===== config.mk =====
export PLATFORM = sky130hd
export DESIGN_NAME = html_link_attribute_extractor
export DESIGN_NICKNAME = d
export VERILOG_FILES = /design/src/sv/hlae_pkg.sv /design/src/sv/html_link_attribute_extractor.sv /design/src/sv/hlae_front.sv /design/src/sv/hlae_queue.sv /design/src/sv/hlae_back.sv
export SDC_FILE = /design/constraint.sdc
export NUM_CORES = 1
export LEC_CHECK = 0
export BUFFER_PORTS_ARGS = -buffer_cell sky130_fd_sc_hd__buf_2
export CAP_MARGIN = 10
export CORE_AREA = 2 2 87 89
export CTS_BUF_LIST = sky130_fd_sc_hd__clkbuf_16
export DETAILED_ROUTE_END_ITERATION = 7
export DIE_AREA = 0 0 89 91
export GPL_ROUTABILITY_DRIVEN = 0
export GPL_TIMING_DRIVEN = 0
export RECOVER_POWER = 100
export SKIP_LAST_GASP = 1
export SYNTH_ARGS = -nofsm -noshare
export SYNTH_HDL_FRONTEND = slang
export SYNTH_SLANG_ARGS = --single-unit

===== constraint.sdc =====
create_clock -name i_clk -period 4.8 [get_ports i_clk]
set_input_delay 0.24 -clock i_clk [delete_from_list [all_inputs] [get_ports i_clk]]
set_output_delay 0.24 -clock i_clk [all_outputs]
set_load 0.02 [all_outputs]

===== src/sv/hlae_pkg.sv =====
`timescale 1ns / 1ps
// ----------------------------------------------------------------------------
// hlae_pkg
// Shared types, character codes and helpers for the HTML link extractor.
// ----------------------------------------------------------------------------
package hlae_pkg;

    // Character codes
    localparam logic [7:0] C_LT     = 8'h3C; // '<'
    localparam logic [7:0] C_GT     = 8'h3E; // '>'
    localparam logic [7:0] C_DQUOTE = 8'h22;
    localparam logic [7:0] C_SQUOTE = 8'h27;
    localparam logic [7:0] C_SPACE  = 8'h20;
    localparam logic [7:0] C_TAB    = 8'h09;
    localparam logic [7:0] C_LF     = 8'h0A;
    localparam logic [7:0] C_VT     = 8'h0B;
    localparam logic [7:0] C_FF     = 8'h0C;
    localparam logic [7:0] C_CR     = 8'h0D;
    localparam logic [7:0] C_A      = 8'h61; // 'a'
    localparam logic [7:0] C_C      = 8'h63; // 'c'
    localparam logic [7:0] C_E      = 8'h65; // 'e'
    localparam logic [7:0] C_F      = 8'h66; // 'f'
    localparam logic [7:0] C_H      = 8'h68; // 'h'
    localparam logic [7:0] C_I      = 8'h69; // 'i'
    localparam logic [7:0] C_R      = 8'h72; // 'r'
    localparam logic [7:0] C_S      = 8'h73; // 's'

    // Bytes skipped after "<i" and the count of them
    localparam logic [2:0] FRAME_LEN = 3'd6;

    // Queue depth between front and back
    localparam int QUEUE_DEPTH = 2;

    // Parser modes
    typedef enum logic [3:0] {
        MODE_IDLE  = 4'd0,
        MODE_LT    = 4'd1,
        MODE_ACHK  = 4'd2,
        MODE_SKIP  = 4'd3,
        MODE_S1    = 4'd4,
        MODE_S2    = 4'd5,
        MODE_H1    = 4'd6,
        MODE_H2    = 4'd7,
        MODE_H3    = 4'd8,
        MODE_SEEK  = 4'd9,
        MODE_FIRST = 4'd10,
        MODE_VALUE = 4'd11
    } t_mode;

    // One classified text byte
    typedef struct packed {
        logic [7:0] data;
        logic       last;
        logic       ws;
        logic       quote;
        logic       lt;
        logic       gt;
    } t_item;

    // Expected byte of "frame " at a given position
    function automatic logic [7:0] frame_char(input logic [2:0] idx);
        logic [7:0] ch;
        begin
            case (idx)
                3'd0:    ch = C_F;
                3'd1:    ch = C_R;
                3'd2:    ch = C_A;
                3'd3:    ch = 8'h6D; // 'm'
                3'd4:    ch = C_E;
                3'd5:    ch = C_SPACE;
                default: ch = 8'h00;
            endcase
            return ch;
        end
    endfunction

endpackage


===== src/sv/html_link_attribute_extractor.sv =====
`timescale 1ns / 1ps
// ----------------------------------------------------------------------------
// html_link_attribute_extractor
// Streams HTML text a byte at a time and emits the src/href attribute values
// that start with 'h' in link tags, one character per transfer, last marked.
// ----------------------------------------------------------------------------
// Channel   Dir  tdata            tlast
// s_axis    in   [7:0] text_byte  text_last
// m_axis    out  [7:0] link_byte  link_last
//
// Throughput: one byte per cycle on both sides unless the output stalls.
// Path: a byte enters the two-entry queue, the parser takes it from there
// into the held-byte register, and the held byte moves to the output
// register when the parser consumes the byte after it.
// Reset: synchronous, active low; clears the queue, parser state and output.
// Stalls: a stalled output register holds the parser; the queue absorbs two
// bytes before the input side deasserts tready.
// ----------------------------------------------------------------------------
module html_link_attribute_extractor
    import hlae_pkg::*;
(
    input  logic       i_clk,
    input  logic       i_rst_n,
    input  logic       i_s_axis_tvalid,
    output logic       o_s_axis_tready,
    input  logic [7:0] i_s_axis_tdata,   // [7:0] text_byte
    input  logic       i_s_axis_tlast,
    output logic       o_m_axis_tvalid,
    input  logic       i_m_axis_tready,
    output logic [7:0] o_m_axis_tdata,   // [7:0] link_byte
    output logic       o_m_axis_tlast
);

    logic  front_push;
    t_item front_item;
    logic  queue_ready;
    logic  queue_valid;
    t_item queue_item;
    logic  back_pop;

    hlae_front u_front (
        .i_valid       (i_s_axis_tvalid),
        .i_data        (i_s_axis_tdata),
        .i_last        (i_s_axis_tlast),
        .i_queue_ready (queue_ready),
        .o_ready       (o_s_axis_tready),
        .o_push        (front_push),
        .o_item        (front_item)
    );

    hlae_queue u_queue (
        .i_clk   (i_clk),
        .i_rst_n (i_rst_n),
        .i_push  (front_push),
        .i_item  (front_item),
        .o_ready (queue_ready),
        .i_pop   (back_pop),
        .o_valid (queue_valid),
        .o_item  (queue_item)
    );

    hlae_back u_back (
        .i_clk   (i_clk),
        .i_rst_n (i_rst_n),
        .i_valid (queue_valid),
        .i_item  (queue_item),
        .o_pop   (back_pop),
        .o_valid (o_m_axis_tvalid),
        .i_ready (i_m_axis_tready),
        .o_data  (o_m_axis_tdata),
        .o_last  (o_m_axis_tlast)
    );

endmodule


===== src/sv/hlae_front.sv =====
`timescale 1ns / 1ps
// ----------------------------------------------------------------------------
// hlae_front
// Accepts text bytes and tags each with its character class for the parser.
// ----------------------------------------------------------------------------
module hlae_front
    import hlae_pkg::*;
(
    input  logic       i_valid,
    input  logic [7:0] i_data,
    input  logic       i_last,
    input  logic       i_queue_ready,
    output logic       o_ready,
    output logic       o_push,
    output t_item      o_item
);

    // Pass queue space back to the source
    assign o_ready = i_queue_ready;
    assign o_push  = i_valid & i_queue_ready;

    // Classify the byte
    always_comb begin
        o_item.data  = i_data;
        o_item.last  = i_last;
        o_item.ws    = (i_data == C_SPACE) || (i_data == C_TAB) || (i_data == C_LF) ||
                       (i_data == C_VT) || (i_data == C_FF) || (i_data == C_CR);
        o_item.quote = (i_data == C_DQUOTE) || (i_data == C_SQUOTE);
        o_item.lt    = (i_data == C_LT);
        o_item.gt    = (i_data == C_GT);
    end

endmodule


===== src/sv/hlae_queue.sv =====
`timescale 1ns / 1ps
// ----------------------------------------------------------------------------
// hlae_queue
// Two-entry queue of classified bytes between the front and the parser.
// ----------------------------------------------------------------------------
module hlae_queue
    import hlae_pkg::*;
(
    input  logic  i_clk,
    input  logic  i_rst_n,
    input  logic  i_push,
    input  t_item i_item,
    output logic  o_ready,
    input  logic  i_pop,
    output logic  o_valid,
    output t_item o_item
);

    localparam int PTR_W = $clog2(QUEUE_DEPTH);
    localparam int CNT_W = $clog2(QUEUE_DEPTH + 1);

    t_item              r_mem [QUEUE_DEPTH];
    logic [PTR_W-1:0]   r_wr_ptr;
    logic [PTR_W-1:0]   r_rd_ptr;
    logic [CNT_W-1:0]   r_count;

    assign o_ready = (r_count != CNT_W'(QUEUE_DEPTH));
    assign o_valid = (r_count != '0);
    assign o_item  = r_mem[r_rd_ptr];

    // Store entries
    always_ff @(posedge i_clk) begin
        if (i_push) begin
            r_mem[r_wr_ptr] <= i_item;
        end
    end

    // Advance pointers and count
    always_ff @(posedge i_clk) begin
        if (!i_rst_n) begin
            r_wr_ptr <= '0;
            r_rd_ptr <= '0;
            r_count  <= '0;
        end else begin
            if (i_push) begin
                r_wr_ptr <= (r_wr_ptr == PTR_W'(QUEUE_DEPTH - 1)) ? '0 : r_wr_ptr + 1'b1;
            end
            if (i_pop) begin
                r_rd_ptr <= (r_rd_ptr == PTR_W'(QUEUE_DEPTH - 1)) ? '0 : r_rd_ptr + 1'b1;
            end
            case ({i_push, i_pop})
                2'b10:   r_count <= r_count + 1'b1;
                2'b01:   r_count <= r_count - 1'b1;
                default: r_count <= r_count;
            endcase
        end
    end

endmodule


===== src/sv/hlae_back.sv =====
`timescale 1ns / 1ps
// ----------------------------------------------------------------------------
// hlae_back
// Tag and attribute parser with a held byte and the link output register.
// ----------------------------------------------------------------------------
module hlae_back
    import hlae_pkg::*;
(
    input  logic       i_clk,
    input  logic       i_rst_n,
    input  logic       i_valid,
    input  t_item      i_item,
    output logic       o_pop,
    output logic       o_valid,
    input  logic       i_ready,
    output logic [7:0] o_data,
    output logic       o_last
);

    t_mode      r_mode, n_mode;
    logic       r_tag_open, n_tag_open;
    logic [2:0] r_skip, n_skip;
    logic       r_frame, n_frame;
    logic [7:0] r_held, n_held;
    logic       r_out_valid;
    logic [7:0] r_out_data;
    logic       r_out_last;

    logic       emit;
    logic       emit_last;
    logic [7:0] c;

    assign c       = i_item.data;
    assign o_pop   = i_valid & (~r_out_valid | i_ready);
    assign o_valid = r_out_valid;
    assign o_data  = r_out_data;
    assign o_last  = r_out_last;

    // Next mode
    always_comb begin
        n_mode = r_mode;
        unique case (r_mode)
            MODE_LT: begin
                if (i_item.ws)       n_mode = MODE_LT;
                else if (c == C_A)   n_mode = MODE_ACHK;
                else if (c == C_I)   n_mode = MODE_SKIP;
                else                 n_mode = MODE_IDLE;
            end
            MODE_SKIP: begin
                if (r_skip == 3'd1)  n_mode = MODE_IDLE;
            end
            MODE_S1: begin
                if (c == C_R)        n_mode = MODE_S2;
                else                 n_mode = MODE_IDLE;
            end
            MODE_S2: begin
                if (c == C_C)        n_mode = MODE_SEEK;
                else                 n_mode = MODE_IDLE;
            end
            MODE_H1: begin
                if (c == C_R)        n_mode = MODE_H2;
                else                 n_mode = MODE_IDLE;
            end
            MODE_H2: begin
                if (c == C_E)        n_mode = MODE_H3;
                else                 n_mode = MODE_IDLE;
            end
            MODE_H3: begin
                if (c == C_F)        n_mode = MODE_SEEK;
                else                 n_mode = MODE_IDLE;
            end
            MODE_SEEK: begin
                if (i_item.quote)    n_mode = MODE_FIRST;
            end
            MODE_FIRST: begin
                if (c == C_H && !i_item.last) n_mode = MODE_VALUE;
                else                          n_mode = MODE_IDLE;
            end
            MODE_VALUE: begin
                if (i_item.quote || i_item.last) n_mode = MODE_IDLE;
            end
            MODE_ACHK: begin
                n_mode = MODE_IDLE;
            end
            default: begin
                n_mode = MODE_IDLE;
            end
        endcase

        // Re-examine a byte that broke a partial match, or any byte in idle
        if ((r_mode == MODE_IDLE) ||
            (r_mode == MODE_ACHK && !i_item.ws) ||
            (r_mode == MODE_S1 && c != C_R) || (r_mode == MODE_S2 && c != C_C) ||
            (r_mode == MODE_H1 && c != C_R) || (r_mode == MODE_H2 && c != C_E) ||
            (r_mode == MODE_H3 && c != C_F)) begin
            if (i_item.lt)                n_mode = MODE_LT;
            else if (c == C_S && r_tag_open) n_mode = MODE_S1;
            else if (c == C_H && r_tag_open) n_mode = MODE_H1;
            else                          n_mode = MODE_IDLE;
        end

        // End of document returns to idle
        if (i_item.last) n_mode = MODE_IDLE;
    end

    // Tag flag, skip counter, held byte and result
    always_comb begin
        n_tag_open = r_tag_open;
        n_skip     = r_skip;
        n_frame    = r_frame;
        n_held     = r_held;
        emit       = 1'b0;
        emit_last  = 1'b0;
        unique case (r_mode)
            MODE_LT: begin
                if (!i_item.ws && c == C_I) begin
                    n_skip  = FRAME_LEN;
                    n_frame = 1'b1;
                end
            end
            MODE_ACHK: begin
                if (i_item.ws)     n_tag_open = 1'b1;
                else if (i_item.gt) n_tag_open = 1'b0;
            end
            MODE_SKIP: begin
                n_frame = r_frame & (c == frame_char(FRAME_LEN - r_skip));
                n_skip  = r_skip - 3'd1;
                if (r_skip == 3'd1) begin
                    if (n_frame) n_tag_open = 1'b1;
                    n_frame = 1'b0;
                end
            end
            MODE_S1: begin
                if (c != C_R && i_item.gt) n_tag_open = 1'b0;
            end
            MODE_S2: begin
                if (c != C_C && i_item.gt) n_tag_open = 1'b0;
            end
            MODE_H1: begin
                if (c != C_R && i_item.gt) n_tag_open = 1'b0;
            end
            MODE_H2: begin
                if (c != C_E && i_item.gt) n_tag_open = 1'b0;
            end
            MODE_H3: begin
                if (c != C_F && i_item.gt) n_tag_open = 1'b0;
            end
            MODE_FIRST: begin
                if (c == C_H && !i_item.last) n_held = c;
            end
            MODE_VALUE: begin
                emit = 1'b1;
                if (i_item.quote || i_item.last) begin
                    emit_last  = 1'b1;
                    n_tag_open = 1'b0;
                end else begin
                    n_held = c;
                end
            end
            MODE_SEEK: begin
                n_tag_open = r_tag_open;
            end
            default: begin
                if (i_item.gt) n_tag_open = 1'b0;
            end
        endcase

        // Clear the tag flag, skip counter and frame flag after the final byte
        if (i_item.last) begin
            n_tag_open = 1'b0;
            n_skip     = '0;
            n_frame    = 1'b0;
        end
    end

    // Parser state
    always_ff @(posedge i_clk) begin
        if (!i_rst_n) begin
            r_mode     <= MODE_IDLE;
            r_tag_open <= 1'b0;
            r_skip     <= '0;
            r_frame    <= 1'b0;
        end else if (o_pop) begin
            r_mode     <= n_mode;
            r_tag_open <= n_tag_open;
            r_skip     <= n_skip;
            r_frame    <= n_frame;
        end
    end

    // Held byte
    always_ff @(posedge i_clk) begin
        if (o_pop) begin
            r_held <= n_held;
        end
    end

    // Output register: load a new link byte, drop a taken one
    always_ff @(posedge i_clk) begin
        if (!i_rst_n) begin
            r_out_valid <= 1'b0;
        end else if (o_pop) begin
            r_out_valid <= emit;
        end else if (i_ready) begin
            r_out_valid <= 1'b0;
        end
    end

    always_ff @(posedge i_clk) begin
        if (o_pop && emit) begin
            r_out_data <= r_held;
            r_out_last <= emit_last;
        end
    end

endmodule


Word-level counts from Yosys, hierarchy flattened
Memory sizes are Yosys's and may differ from the RTL's. A register that Yosys moved wholly into a read port is not among the register bits.
Index checks and enable logic that the tools add are counted.
Operators by class
  $add $sub $neg: 6
  equal/unequal tests: 57
  mux-type cells: 52
  bitwise gates (word level): 5
  reduce and logical (&&, ||, !) cells: 43
Operator list (number)
  equality test 8 x 7 -> 1 bit (second input constant): 8
  two-way mux 4 bit: 13
  case mux 7 bit (6 select lines): 1
  equality test 8 x 4 -> 1 bit (second input constant): 5
  equality test 8 x 6 -> 1 bit (second input constant): 5
  case mux 4 bit (10 select lines): 1
  != test 8 x 7 -> 1 bit (second input constant): 4
  two-way mux 8 bit: 3
  two-way mux 1 bit: 23
  equality test 4 x 3 -> 1 bit (second input constant): 4
  equality test 4 bit (second input constant): 4
  case mux 8 bit (2 select lines): 1
  logical AND 1 bit: 15
  two-way mux 3 bit: 5
  != test 3 x 1 -> 1 bit (second input constant): 5
  logical OR 1 bit: 13
  != test 4 x 1 -> 1 bit (second input constant): 3
  != test 3 x 2 -> 1 bit (second input constant): 3
  AND reduction 9 bit: 1
  equality test 4 x 2 -> 1 bit (second input constant): 2
  equality test 8 bit: 1
  case mux 1 bit (8 select lines): 1
  AND reduction 4 bit: 2
  nonzero test 2 bit: 4
  27 further kinds: 36
Storage, ports and cells
  register bits: 31
  bits in writable memories: 26
  bits of input ports: 13
  output and inout bits: 11
  logic and storage cells: 175
  memories kept: 1
Memory list
  u_queue.r_mem: depth 2, width 13, read ports 1, clocked after Yosys merged registers in 1, write ports 1, RTL line hlae_queue.sv:22  | t_item r_mem [QUEUE_DEPTH];

Depth between registers and ports, before layout
Gate-level depths: netlist of the first run.
  depth in word-level cells: 10
  mapped depth: 9
  depth with buffers taken out: 8

By module
Synthesis of the first run repeated with hierarchy kept, for this count alone.
Second synthesis, totals
  cell total of the unflattened synthesis: 271
  area, all modules: 3091.7 µm²
Modules (own cells, without submodules)
  hlae_back: times used 1, cells an instance 182, area an instance 1764.2 µm², sequential area each 710.7 µm²
  hlae_queue: times used 1, cells an instance 62, area an instance 1148.6 µm², sequential area each 880.8 µm²
  hlae_front: times used 1, cells an instance 27, area an instance 178.9 µm², sequential area each 0.0 µm²

Worst setup path before layout of the first run
Ideal clock, no wire load.
  path kind: flip-flop to flip-flop
  from: register (tool-made name)
  to: register u_back.r_held[0], enable pin
  arrival time: 2.149 ns
  path slack: 2.275 ns
  cell stages (with the launch flop): 7
  buffers on the path: 1
  path through: dfxtp_1 buf_6 mux2_2 or4b_4 nor4_1 inv_1 a21oi_1
RTL lines
  end signal, assigned: RTL line hlae_back.sv:194  | r_held <= n_held;
  end, declared: RTL line hlae_back.sv:24  | logic [7:0] r_held, n_held;

==> results.yml, run 1 <==
worst_setup_path:
  cp_cell_sequence: "clkbuf_1, mux2i_1, o21ai_0, or4b_1, nor4_1, inv_1, a21oi_1"
  slowest_delay_ps: 640
  crit_family: "simple AND/OR/NAND/NOR gates"
  crit_arrival_ps: 3450
  path_buf_inv: 2
  required_ps: 4750
  cp-end-kind: "flop"
  critPathSlowestCell: "a21oi_1"
  critPathMaxFanout: 8
  critPathKind: "flop to flop"
  cp-start-kind: "flop"
grt:
  globalRoute.busiestLayer: "met2"
  grtUsageMet1: 0.259
  overflow: 0
  met3_usage: 0.0564
  grt_usage: 0.185
  grt_max_degree: 14
  grtUsageMet2: 0.275
  grt_antenna_before_repair: 0
  first_global_vias: 2212
  grt_pass1_wl_um: 11300
floorplanning:
  placementRows: 31
  ios: 24
  die_w_um: 89
  die_h_um: 91
  dieArea_um2: 8100
  coreArea_um2: 7140
  start_util: 0.440
cells_and_area:
  diodes: 0
  finalInstanceArea_um2: 3640
  areaGrowthSynthToFinish_pct: 16.0
  drive_gt1_frac: 0.0712
  final.fill_count: 664
  nets: 353
synthesis:
  synth-simple-area-share: 0.213
  synth_warnings: 0
  yosys.area.top_type_share: 0.411
  yosysMostFrequentCell: "edfxtp_1"
  ys_ff_latch: 58
  synth-adder-area-share: 0.0319
  ys.flop_type: "edfxtp_1"
  synthArstFlopShare: 0
  synth.top_cells.by_count: "43 x edfxtp_1, 26 x nor2_1, 19 x nand2_1"
  synth_nets: 320
  synth_xor_area_frac: 0.0251
  synth_edf_count: 43
  syn_area_per_cell_um2: 10.5
  synth_top_area_cell: "edfxtp_1"
  ys_types: 64
  synthMuxAreaShare: 0.0458
  synth_top_family_by_area: "simple AND/OR/NAND/NOR gates"
  synthTopCellsByArea: "edfxtp_1 41%, dfxtp_1 9.6%, ha_1 3.2%"
  synth-seq-area-share: 0.507
  syn_inst: 299
  synth_area_um2: 3140
  synth-compound-area-share: 0.138
worst_hold_path:
  hp-class: "input pin to flop"
clock_network:
  clkTransAtPathRegs_ps: 50
  clock_latency_ps: 330
  cts_root_buffer: "clkbuf_16"
  clock_sinks: 58
  cts_setup_buffers: 0
  htree_levels: 3
  ctsHoldBuffers: 0
  clock_path_buffers: 2
  cts_tree: "done"
  numCtsBuffers: 9
  ctsResizeCount: 0
place:
  dpl.hpwl_um: 5080
  port-buffer-count: 22
  postPlaceCellArea_um2: 3370
flow_run:
  maxCapViolCount: 0
routing:
  vias: 2384
  via_per_inst: 5.47
  drt_wl_total_um: 6880
  dr.pass1.iters: 4
  ant_nets: 0
  drt_iter0_markers: 205
  drc_errors: 0
  wire_per_inst_um: 15.8
timing:
  slew_headroom: 0.263
  fin_skew_ps: 7.17
  hold_violations: 0
  fin_setup_tns_ps: 0
  worstMarginPinSlew_ps: 1100
  drv_slew: 0
  min_period_ps: 3500
  finalSetupViolations: 0
  rsz0062_at_grt: "false"
  min_period_over_period: 0.729
  max_freq_ghz: 0.286
power_and_ir_drop:
  power_density_nw_per_um2: 488
  p_leak_nw: 1.22
  irDropWorstVdd_uv: 285
outcome:
  status: "finished clean"
-- layer usage --
metal  routed length [um]  up-vias
met5                    0        -
met4                   52        0
met3                  384        4
met2                 3250       65
met1                 3200     1121
li1                     -     1194
-- registers in the layout, indices dropped and copies added, names as in the netlist, 2 cells and up, named ones only --
signal / flops
u_back.r_skip: 3
u_back.o_data: 8
u_back.r_held: 8
u_queue.r_mem: 26
u_back.r_mode: 4
u_queue.r_count: 2
-- cell type report --
type,count,area [um2],share of cell area
repair buffers,22,85.1,0.0234
plain buffers,12,48.8,0.0134
well taps,99,124,0.0340
flip-flops and latches,58,1590,0.437
clock buffers,9,225,0.0619
multi-input cells,212,1410,0.387
inverters,17,63.8,0.0175
clock inverters,7,92.6,0.0254
-- cell families after synthesis --
group                      count (synthesis)
AOI/OAI and AO/OA                         63
muxes                                     13
buffers and inverters                     29
adders and majority gates                  8
DFF                                       58
and+or+nand+nor                          119
xor gates and xnor gates                   9
-- power breakdown --
part           switching, W  leakage [nW]  internal, W
combinational      0.000291         0.548     0.000165
sequential        0.0000339         0.519     0.000603
clock              0.000229         0.149     0.000453
total              0.000554          1.22      0.00122
-- final timing paths --
kind / startpoint / endpoint / slack, ps / depth (start not counted)
worst min register to register: u_back.r_held[6] / u_back.o_data[6] / 420 / 0
worst min-delay path: i_s_axis_tlast / u_queue.r_mem[0][4] / 130 / 1
worst max register to register: flop / u_back.r_held[4] / 1300 / 7
worst max-delay path: flop / u_back.r_held[4] / 1300 / 7
-- worst register-to-register path, delay by kind of cell, from the launching register on --
family                 cells  cell delay, ps
multiplexers               1             390
AND/OR/NAND/NOR            2            1020
AO/OA/AOI/OAI              2             980
flip-flops                 1             300
buffers and inverters      2             430
-- layout by cell type (no fill, tap or decap), types with 3 or more instances in the layout --
cell type / Yosys / final
o21ai_0: 13 / 14
nor4_1: 9 / 9
and3b_1: 4 / 4
o2111ai_1: 4 / 4
a31oi_1: 4 / 4
o211ai_1: 3 / 3
o31ai_1: 3 / 3
edfxtp_1: 43 / 43
clkbuf_16: 0 / 9
nor3b_1: 5 / 5
xor2_1: 3 / 3
a21oi_1: 11 / 11
xnor2_1: 6 / 6
o22ai_1: 5 / 5
mux2i_1: 7 / 8
ha_1: 8 / 8
nand4_1: 4 / 4
nor3_1: 8 / 8
clkbuf_1: 7 / 30
nand2_1: 19 / 19
nand3_1: 8 / 8
or3_1: 3 / 3
nor2_1: 26 / 26
nand2b_1: 7 / 7
inv_1: 17 / 17
mux2_1: 0 / 3
nor2b_1: 7 / 7
and2_1: 4 / 4
dfxtp_1: 15 / 15
-- metrics by stage --
step / hold slack [ps] / worst slack, ps / power (W) / cells / utilization
floorplan: 339 / 2280 / 0.000997 / 299 / -
global placement: 401 / 1850 / 0.00111 / 420 / 0.473
detailed placement: 405 / 1820 / 0.00112 / 420 / 0.473
CTS: 104 / 1820 / 0.00180 / 436 / 0.517
global route: 148 / 1160 / 0.00187 / 436 / 0.510
finish: 130 / 1300 / 0.00178 / 436 / 0.510
(Power assumes the default switching activity.)
==> inputs of run 2 (changes only) <==
==> constraint.sdc (replaced) <==
create_clock -name i_clk -period 3.46 [get_ports i_clk]
set_input_delay 0.173 -clock i_clk [delete_from_list [all_inputs] [get_ports i_clk]]
set_output_delay 0.173 -clock i_clk [all_outputs]
set_load 0.02 [all_outputs]
==> results.yml, run 2 (synthesis gave the netlist of run 1 again) <==
routing:
  via_per_inst: 5.52
  dr.pass1.iters: 5
  vias: 2407
  drc_errors: 0
  wire_per_inst_um: 15.8
  drt_iter0_markers: 176
  drt_wl_total_um: 6880
  ant_nets: 0
cells_and_area:
  instances_no_fill: 436
  drive_gt1_frac: 0.0772
  diodes: 0
  multi_input_area_um2: 1410
  top_register: "u_queue.r_mem"
  final.fill_count: 662
  nets: 353
  largest_reg_flops: 26
  areaGrowthSynthToFinish_pct: 16.3
  final_core_util: 0.512
  layout_common_cells: "43 x edfxtp_1, 29 x clkbuf_1, 26 x nor2_1"
  final_common_cell: "edfxtp_1"
  regArea_um2: 1590
  finalInstanceArea_um2: 3650
worst_setup_path:
  cp-start-kind: "flop"
  cp-end-kind: "flop"
  timing.rr.end: "u_back.r_held[2]"
  required_ps: 3420
  r2r_slack_ps: 360
  crit_arrival_ps: 3050
  cp-endpoint: "u_back.r_held[2]"
  ff2ff_path_depth: 7
  critPathKind: "flop to flop"
  critPathMaxFanout: 8
timing:
  worstMarginPinSlew_ps: 1100
  max_freq_ghz: 0.323
  fin_setup_tns_ps: 0
  min_period_ps: 3100
  drv_slew: 0
  finalSetupViolations: 0
  hold_violations: 0
  slew_headroom: 0.262
  postLayoutSetupSlackWorst_ps: 361
  min_period_over_period: 0.896
  fin_skew_ps: 4.32
  rsz0062_at_grt: "false"
floorplanning:
  ios: 24
  start_util: 0.440
  die_w_um: 89
  dieArea_um2: 8100
  die_h_um: 91
  placementRows: 31
  coreArea_um2: 7140
place:
  dp_cells: 420
  preCtsSetupSlack_ps: 483
  port-buffer-count: 22
  dpl.hpwl_um: 5080
  postPlaceCellArea_um2: 3370
grt:
  grt_max_degree: 14
  met3_usage: 0.0564
  overflow: 0
  grt_antenna_before_repair: 0
  grtUsageMet2: 0.275
  grtUsageMet1: 0.259
  globalRoute.busiestLayer: "met2"
  first_global_vias: 2212
  grt_pass1_wl_um: 11300
  grt_usage: 0.185
clock_network:
  cts_setup_buffers: 0
  clock_sinks: 58
  numCtsBuffers: 9
  clock_latency_ps: 330
  htree_levels: 3
  clkTransAtPathRegs_ps: 50
  cts_tree: "done"
  ctsResizeCount: 0
  clock_path_buffers: 2
  ctsHoldBuffers: 0
  cts_root_buffer: "clkbuf_16"
worst_hold_path:
  hp-class: "input pin to flop"
  hold_start: "i_s_axis_tlast"
flow_run:
  maxCapViolCount: 0
power_and_ir_drop:
  irDropWorstVdd_uv: 396
  p_leak_nw: 1.22
  power_density_nw_per_um2: 678
outcome:
  status: "finished clean"
## run 2: cell count changes in the layout (fill, tap and decap cells not counted), sizes merged
cell and delta:
buf +1, clkbuf -1
## run 2: per-layer routing
metal	part of all wire	vias to the layer above	wire, um
li1	-	1195	-
met1	0.47	1140	3240
met2	0.47	63	3200
met3	0.050	9	343
met4	0.014	0	94
met5	0	-	0
## run 2: final cells by class
class	instances	area share
timing repair buffer	22	0.0233
clock buffer	9	0.0617
tap	99	0.0339
clock inverter	7	0.0254
inverter	17	0.0175
sequential	58	0.436
multi-input combinational	212	0.387
buffer	12	0.0154
## run 2: report_power, final
group          switching (W)  internal (W)  leakage [nW]
registers          0.0000478      0.000837         0.519
logic               0.000405      0.000238         0.553
clock network       0.000319      0.000628         0.149
total               0.000772       0.00170          1.22
## run 2: worst max-delay path: stages (launching register included)
cell,delay [ps]
dfxtp_1,320
buf_6,130
mux2i_1,380
o21ai_2,180
or4b_1,570
nor4_1,410
inv_1,80
a21oi_1,660
## run 2: through the flow
| stage | hold slack, ps | power [W] |
|---|---|---|
| floorplan | 272 | 0.00138 |
| global placement | 370 | 0.00154 |
| detailed placement | 374 | 0.00155 |
| CTS | 37.0 | 0.00250 |
| global route | 81.4 | 0.00260 |
| finish | 61.8 | 0.00247 |
## run 2: how the worst min path moves through the flow
stage / endpoint / cells after the start
after floorplan: u_queue.r_mem[0][10] / 0
after global placement: u_queue.r_mem[1][4] / 1
after detailed placement: u_queue.r_mem[1][4] / 1
after CTS: u_queue.r_mem[0][4] / 1
after global routing: u_queue.r_mem[0][4] / 1
final: u_queue.r_mem[0][4] / 1
==> inputs of run 3 (changes only) <==
--- a/config.mk
+++ b/config.mk
@@ -7,14 +7,15 @@
 export LEC_CHECK = 0
 export BUFFER_PORTS_ARGS = -buffer_cell sky130_fd_sc_hd__buf_2
 export CAP_MARGIN = 10
-export CORE_AREA = 2 2 87 89
+export CORE_AREA = 2 2 86 88
 export CTS_BUF_LIST = sky130_fd_sc_hd__clkbuf_16
 export DETAILED_ROUTE_END_ITERATION = 7
-export DIE_AREA = 0 0 89 91
+export DIE_AREA = 0 0 88 90
 export GPL_ROUTABILITY_DRIVEN = 0
 export GPL_TIMING_DRIVEN = 0
 export RECOVER_POWER = 100
 export SKIP_LAST_GASP = 1
 export SYNTH_ARGS = -nofsm -noshare
 export SYNTH_HDL_FRONTEND = slang
+export SYNTH_HIERARCHICAL = 1
 export SYNTH_SLANG_ARGS = --single-unit
==> results.yml, run 3 <==
grt:
  first_global_vias: 2090
  grt_pass1_wl_um: 10300
  grt_usage: 0.171
  overflow: 0
  grt_max_degree: 15
  grt_antenna_before_repair: 0
cells_and_area:
  largest_reg_flops: 26
  regArea_um2: 1590
  drive_gt1_frac: 0.142
  diodes: 0
  layout_common_cells: "43 x edfxtp_1, 21 x clkbuf_1, 17 x nor2_1"
  top_register: "u_queue/r_mem"
  final.fill_count: 611
  final_common_cell: "edfxtp_1"
  areaGrowthSynthToFinish_pct: 16.8
  multi_input_area_um2: 1350
  nets: 326
routing:
  drt_iter0_markers: 181
  wire_per_inst_um: 15.6
  vias: 2205
  dr.pass1.iters: 5
  ant_nets: 0
  drt_wl_total_um: 6360
  via_per_inst: 5.39
  drc_errors: 0
worst_setup_path:
  critPathMaxFanout: 10
  crit_arrival_ps: 3090
  critPathSlowestCell: "nor4_1"
  required_ps: 3420
  cp-end-kind: "flop"
  path_buf_inv: 1
  slowest_delay_ps: 630
  crit_family: "simple AND/OR/NAND/NOR gates"
  cp_cell_sequence: "buf_2, mux2_1, nand4bb_1, nor4_1, nand3b_1, a21oi_2"
  cp-start-kind: "flop"
  critPathKind: "flop to flop"
clock_network:
  clock_path_buffers: 2
  clkTransAtPathRegs_ps: 50
  cts_root_buffer: "clkbuf_16"
  cts_setup_buffers: 0
  numCtsBuffers: 9
  clock_sinks: 58
  htree_levels: 3
  cts_tree: "done"
  clock_latency_ps: 320
  ctsHoldBuffers: 0
place:
  preCtsSetupSlack_ps: 173
  dpl.hpwl_um: 4490
  port-buffer-count: 22
floorplanning:
  dieArea_um2: 7920
  coreArea_um2: 7020
  placementRows: 31
  ios: 24
  die_h_um: 90
  start_util: 0.440
  die_w_um: 88
synthesis:
  yosysMostFrequentCell: "edfxtp_1"
  synth_area_um2: 3090
  synthArstFlopShare: 0
  ys_types: 63
  ys.flop_type: "edfxtp_1"
  synth_edf_count: 43
  synth_nets: 292
  syn_inst: 271
  syn_area_per_cell_um2: 11.4
  synth.top_cells.by_count: "43 x edfxtp_1, 17 x a21oi_1, 17 x nor2_1"
  synth-seq-area-share: 0.515
  ys_ff_latch: 58
  synth_top_area_cell: "edfxtp_1"
  synthTopCellsByArea: "edfxtp_1 42%, dfxtp_1 9.7%, mux2_1 3.6%"
  yosys.area.top_type_share: 0.418
  synth_warnings: 6
timing:
  postLayoutSetupSlackWorst_ps: 331
  finalSetupViolations: 0
  hold_slack_ps: 62.8
  hold_violations: 0
  rsz0062_at_grt: "false"
  min_period_over_period: 0.904
  fin_skew_ps: 7.06
  min_period_ps: 3130
  drv_slew: 0
  slew_headroom: 0.396
  max_freq_ghz: 0.320
  fin_setup_tns_ps: 0
  worstMarginPinSlew_ps: 906
flow_run:
  maxCapViolCount: 0
power_and_ir_drop:
  power_density_nw_per_um2: 673
  irDropWorstVdd_uv: 326
  p_leak_nw: 1.25
worst_hold_path:
  hp-class: "input pin to flop"
  hold_start: "i_s_axis_tlast"
outcome:
  status: "finished clean"
run 3: changes by cell type in the layout (fill, tap and decap cells not counted), moves of 5 or more:
cell / before / now
mux2i_1: 8 / 2
nor4_1: 9 / 3
nor2_1: 26 / 17
nand3_1: 8 / 2
and2_0: 0 / 5
buf_2: 2 / 8
a21oi_1: 11 / 16
mux2_1: 3 / 13
clkbuf_1: 29 / 21
clkbuf_4: 0 / 9
nand2_1: 19 / 14
run 3: worst register-to-register path, cell delays in order, from the launching register on:
cell and delay (ps):
dfxtp_1 410, buf_2 300, mux2_1 470, nand4bb_1 290
nor4_1 630, nand3b_1 230, a21oi_2 440
run 3: kinds of logic after synthesis:
logic type	synth area share
AOI/OAI and AO/OA	0.129
xor gates and xnor gates	0.0223
adders and majority gates	0.0324
buffers and inverters	0.0482
DFF	0.515
muxes	0.0538
and+or+nand+nor	0.200
run 3: worst paths after layout:
kind | to | cells after the start | slack (ps)
worst max-delay path | u_back/r_held[3] | 6 | 330
worst min-delay path | u_queue/r_mem[1][4] | 1 | 60
worst max register to register | u_back/r_held[3] | 6 | 330
worst min register to register | u_back/o_data[1] | 0 | 410
run 3: final cells by class:
type / instances / area share
inverter: 12 / 0.0125
buffer: 16 / 0.0288
timing repair buffer: 23 / 0.0250
tap: 99 / 0.0343
clock inverter: 7 / 0.0236
multi-input combinational: 185 / 0.373
clock buffer: 9 / 0.0624
sequential: 58 / 0.441
run 3: repair_timing:
action / 4_1_cts / 5_1_grt
hold endpoints to repair: 0 / 0
setup endpoints to repair: 0 / 8
resized for setup: 0 / 1
run 3: per-layer routing:
metal,share of wire,global-route usage
met5,0,0
met4,0.019,0.0795
met3,0.062,0.0331
met2,0.47,0.271
met1,0.45,0.222
run 3: stage by stage:
stage               area [um2]   util  total power (W)  std cells
global route              3610  0.514          0.00255        409
global placement          3330  0.474          0.00154        392
CTS                       3640  0.518          0.00246        408
detailed placement        3330  0.474          0.00154        392
floorplan                 3090      -          0.00138        271
finish                    3610  0.514          0.00243        409
run 3: power by group:
group          switching (W)  internal (W)
Clock               0.000286      0.000620
Sequential         0.0000486      0.000838
Combinational       0.000390      0.000246
